[src/rtl/core/tccw_pkg.sv]
// Package for the text console cell writer: sizes, codes, FSM and command types.
package tccw_pkg;

    localparam int ROWS       = 25;
    localparam int COLS       = 80;
    localparam int CELL_COUNT = ROWS * COLS;
    localparam int KEEP_COUNT = CELL_COUNT - COLS;
    localparam int ADDR_W     = $clog2(CELL_COUNT);
    localparam int COL_W      = (COLS > 1) ? $clog2(COLS) : 1;
    localparam int POS_W      = 11;
    localparam int CELL_W     = 16;

    localparam logic [1:0] OP_PUT       = 2'd0;
    localparam logic [1:0] OP_BACKSPACE = 2'd1;
    localparam logic [1:0] OP_READ      = 2'd2;

    localparam logic [7:0] CHAR_NUL     = 8'd0;
    localparam logic [7:0] CHAR_NEWLINE = 8'd10;
    localparam logic [7:0] CHAR_SPACE   = 8'd32;
    localparam logic [7:0] ATTR_RESET   = 8'h0F;

    typedef enum logic [2:0] {
        ST_INIT_CLR,
        ST_IDLE,
        ST_EXEC,
        ST_CHECK,
        ST_MOVE_RD,
        ST_MOVE_WR,
        ST_SCR_CLR,
        ST_RESP
    } t_state;

    typedef struct packed {
        logic capture;
        logic exec;
        logic scroll_init;
        logic move_rd;
        logic move_wr;
        logic clr_wr;
        logic out_load;
    } t_dp_cmd;

    typedef struct packed {
        logic cursor_over;
        logic move_last;
        logic clr_last;
    } t_dp_status;

endpackage

[src/rtl/core/tccw_ctrl.sv]
// Controller FSM for the text console cell writer.
module tccw_ctrl import tccw_pkg::*; (
    input  logic       i_clk,
    input  logic       i_rst_n,
    input  logic       i_in_valid,
    output logic       o_in_stall,
    output logic       o_out_valid,
    input  logic       i_out_stall,
    input  t_dp_status i_status,
    output t_dp_cmd    o_cmd
);

    t_state r_state, n_state;
    logic   r_out_valid, n_out_valid;
    logic   w_out_free;

    assign w_out_free = !r_out_valid || !i_out_stall;

    always_ff @(posedge i_clk) begin
        if (!i_rst_n) begin
            r_state     <= ST_INIT_CLR;
            r_out_valid <= 1'b0;
        end else begin
            r_state     <= n_state;
            r_out_valid <= n_out_valid;
        end
    end

    always_comb begin
        n_state     = r_state;
        o_cmd       = '0;
        n_out_valid = r_out_valid && i_out_stall;
        o_in_stall  = 1'b1;
        unique case (r_state)
            ST_INIT_CLR: begin
                o_cmd.clr_wr = 1'b1;
                if (i_status.clr_last) begin
                    n_state = ST_IDLE;
                end
            end
            ST_IDLE: begin
                o_in_stall = 1'b0;
                if (i_in_valid) begin
                    o_cmd.capture = 1'b1;
                    n_state       = ST_EXEC;
                end
            end
            ST_EXEC: begin
                o_cmd.exec = 1'b1;
                n_state    = ST_CHECK;
            end
            ST_CHECK: begin
                if (i_status.cursor_over) begin
                    o_cmd.scroll_init = 1'b1;
                    n_state           = ST_MOVE_RD;
                end else begin
                    n_state = ST_RESP;
                end
            end
            ST_MOVE_RD: begin
                o_cmd.move_rd = 1'b1;
                n_state       = ST_MOVE_WR;
            end
            ST_MOVE_WR: begin
                o_cmd.move_wr = 1'b1;
                n_state       = i_status.move_last ? ST_SCR_CLR : ST_MOVE_RD;
            end
            ST_SCR_CLR: begin
                o_cmd.clr_wr = 1'b1;
                if (i_status.clr_last) begin
                    n_state = ST_RESP;
                end
            end
            ST_RESP: begin
                if (w_out_free) begin
                    o_cmd.out_load = 1'b1;
                    n_out_valid    = 1'b1;
                    n_state        = ST_IDLE;
                end
            end
            default: begin
                n_state = ST_IDLE;
            end
        endcase
    end

    assign o_out_valid = r_out_valid;

    a_resp_loads: assert property (@(posedge i_clk) disable iff (!i_rst_n)
        (r_state == ST_RESP && w_out_free) |=> o_out_valid)
        else $error("response not presented");

    a_check_follows_exec: assert property (@(posedge i_clk) disable iff (!i_rst_n)
        (r_state == ST_EXEC) |=> (r_state == ST_CHECK))
        else $error("exec not followed by check");

endmodule

[config.mk]
export PLATFORM = sky130hd
export DESIGN_NAME = tccw_ctrl
export DESIGN_NICKNAME = d
export VERILOG_FILES = /design/src/rtl/core/tccw_pkg.sv /design/src/rtl/core/tccw_ctrl.sv
export SDC_FILE = /design/constraint.sdc
export NUM_CORES = 1
export LEC_CHECK = 0
export BUFFER_PORTS_ARGS = -buffer_cell sky130_fd_sc_hd__buf_2
export CAP_MARGIN = 10
export CORE_AREA = 4 4 41 43
export DETAILED_ROUTE_END_ITERATION = 10
export DIE_AREA = 0 0 45 47
export GPL_TIMING_DRIVEN = 0
export PLACE_DENSITY_LB_ADDON = 0.3
export SLEW_MARGIN = 20
export SYNTH_ARGS = -nofsm -noshare
export SYNTH_HDL_FRONTEND = slang
export SYNTH_SLANG_ARGS = --single-unit
[constraint.sdc]
create_clock -name i_clk -period 1.46 [get_ports i_clk]
set_clock_uncertainty 0.2 [all_clocks]
set_input_delay 0.219 -clock i_clk [delete_from_list [all_inputs] [get_ports i_clk]]
set_output_delay 0.219 -clock i_clk [all_outputs]
set_load 0.05 [all_outputs]
==> reports/results.tsv <==
metric	value	unit
core_area	0.001301	mm²
die_y	47	µm
grt_pass1_vias	393	
power_frac_seq	0.227	
clk_latency	0.23	ns
rsz0062_at_grt	yes	
dp_worst_setup_slack	-0.06186	ns
grt.busiest_layer	met2	
crit_path_start_kind	flop	
combPwrFrac	0.546	
grt_pass1_wl	1683	µm
synthXorXnorAreaFrac	0.03196	
p_switching	0.2377	mW
first_pass_iters	2	
switching_share	0.3999	
io_pins	16	
place_congestion	0.7310	
antenna_found_initial	0	
yosysTopAreaCell	dfxtp_1	
slew-limit-headroom	0.7903	
met3_usage	0.07280	
placementRows	13	
ys.warnings.count	0	
dp_hpwl	588.2	µm
powerDensity	904.8	mW/mm²
drtAntennaViolNets	0	
start_util	0.2106	
worst_slew_pin_slew	0.3122	ns
post-route-util	0.5048	
routed_via_density	4.812	
yosysUniqueCellTypes	20	
min_path_cells	3	
fillCellCount	128	
synth.area.mux_share	0.03653	
wl	1172	µm
ys_seq_elements	4	
synth_cells	37	
violations	negative setup slack	
ctsHtreeMaxLevel	1	
grtUsageTotal	0.1177	
cts_tree	yes	
synth-compound-area-share	0.2466	
rr_startpoint	r_state[1]$_SDFFE_PN0P_	
p_clk_frac	0.228	
hold_buffers	0	
fin_crit_sh	1.141	
slew_viol_final	0	
max_freq	600.5	MHz
path_clk_slew	0.03	ns
finalSetupTns	-1.132	ns
die_w	45	µm
synthAdderAreaFrac	0	
root_buffer	clkbuf_4	
initialDrtViolationCount	3	
hold_path_class	in -> reg	
area_growth	139.7	%
status	finished with violations	
synth_fp_nets	44	
synth_area	274.0	µm²
grt_max_degree	9	
numPortBuffers	15	
max_cap_violations	0	
startpoint	r_state[1]$_SDFFE_PN0P_	
critPathRequiredTime	1.04	ns
final_common_cell	buf_4	
clock_path_buffers	2	
fin_crit	1.665	ns
num_vias	409	
layout_common_cells	13 x buf_4, 10 x buf_6, 8 x buf_2	
synthTopCellsByArea	dfxtp_1 29%, a21oi_1 7.3%, nor3_1 5.5%	
cts.sinks	4	
drive_gt1_frac	0.7143	
holdCritStartpoint	i_rst_n	
fin_nets	79	
wl_per_cell	13.79	µm
grt-ovfl-total	0	
antenna_cells	0	
reg2reg_depth	7	
worstPathArrival	1.25	ns
hold_violations	0	
synth_top_family_by_area	simple AND/OR/NAND/NOR gates	
critPathMaxFanout	4	
intPower	0.3567	mW
grt_util_met2	0.1949	
peakVddDrop	0.4884	mV
synth-simple-area-share	0.2648	
r2r_setup_slack	-0.08	ns
synth_top_area_share	0.2922	
yosysSeqAreaShare	0.2922	
fin_ws	-0.2054	ns
hold_end	r_state[1]$_SDFFE_PN0P_	
rr_endpoint	r_state[1]$_SDFFE_PN0P_	
setup_viol	9	
critical_path_class	reg -> out	
end_kind	primary output	
cts_inserted_buffers	3	
grtUsageMet1	0.1136	
synth.avg_cell_area	7.406	µm²
post-route-drc-count	0	
p_leak	0.3025	nW
fp.dieArea	0.002115	mm²
-- cell type report --
| class | instances | area [µm²] | area share |
|---|---|---|---|
| buffer | 3 | 41.29 | 0.06286 |
| clock buffer | 3 | 22.52 | 0.03429 |
| inverter | 3 | 18.77 | 0.02857 |
| multi-input combinational | 27 | 230.2 | 0.3505 |
| sequential | 4 | 86.33 | 0.1314 |
| tap | 15 | 18.77 | 0.02857 |
| timing repair buffer | 30 | 239.0 | 0.3638 |
-- metrics by stage --
step	instances	power, mW	hold slack [ns]	cell area, µm²
after global routing	85	0.6352	0.06615	656.9
final	85	0.5944	0.04347	656.9
after floorplan	37	0.3017	0.1550	320.3
after detailed placement	67	0.3462	0.2896	414.1
after global placement	67	0.3459	0.2835	414.1
after CTS	78	0.5397	0.04304	561.8
-- power by group through the flow --
stage          Clock, mW  Combinational, mW  Sequential, mW
4_1_cts            0.139              0.269           0.131
5_1_grt            0.158              0.343           0.135
3_5_place_dp           0              0.216           0.130
2_1_floorplan          0              0.173           0.129
3_3_place_gp           0              0.215           0.131
6_report           0.135              0.324           0.135
-- cell usage after synthesis --
cell type  count
a21oi_1        4
dfxtp_1        4
nand2_1        4
nor2_1         4
nor3_1         3
a211oi_1       2
inv_1          2
nor3b_1        2
a211o_1        1
a41o_1         1
buf_2          1
buf_4          1
buf_6          1
inv_2          1
mux2i_1        1
nand3_1        1
nand3b_1       1
o21ai_1        1
o21ai_2        1
xor2_1         1
-- sequential cells by signal (all words and copies together) (netlist names) --
signal	count
o_out_valid	1
r_state	3
-- worst max-delay path, cell delays in order, from the launching register on --
cell	delay (ns)
dfxtp_4	0.35
buf_6	0.12
buf_4	0.14
nor3b_2	0.20
buf_6	0.19
-- cell families (layout without fill, tap and decap cells) --
| kind of cell | Yosys count | count (layout) |
|---|---|---|
| and+or+nand+nor | 15 | 15 |
| AOI/OAI and AO/OA | 10 | 10 |
| buffers and inverters | 6 | 39 |
| DFF | 4 | 4 |
| xor gates and xnor gates | 1 | 1 |
| muxes | 1 | 1 |
-- layer usage --
metal / wire length (µm) / part of all wire / up-vias
met2: 644 / 0.55 / 14
met1: 432 / 0.37 / 194
li1: - / - / 199
met3: 76 / 0.065 / 2
met4: 20 / 0.017 / 0
met5: 0 / 0 / -
-- repair_timing --
item / CTS / global route
resized for setup: 22 / 10
buffers inserted: 7 / 7
pin swaps: 5 / 5
setup endpoints to repair: 8 / 9
cloned: 1 / 0
-- worst max path at each step --
stage / end / slack [ns] / depth (start not counted)
final: o_cmd[2] / -0.21 / 4
after floorplan: o_cmd[6] / -0.40 / 3
after detailed placement: o_cmd[0] / -0.06 / 4
after global placement: o_cmd[0] / -0.05 / 4
after global routing: o_cmd[2] / -0.26 / 4
after CTS: o_cmd[1] / -0.14 / 4
(Power assumes the default switching activity.)
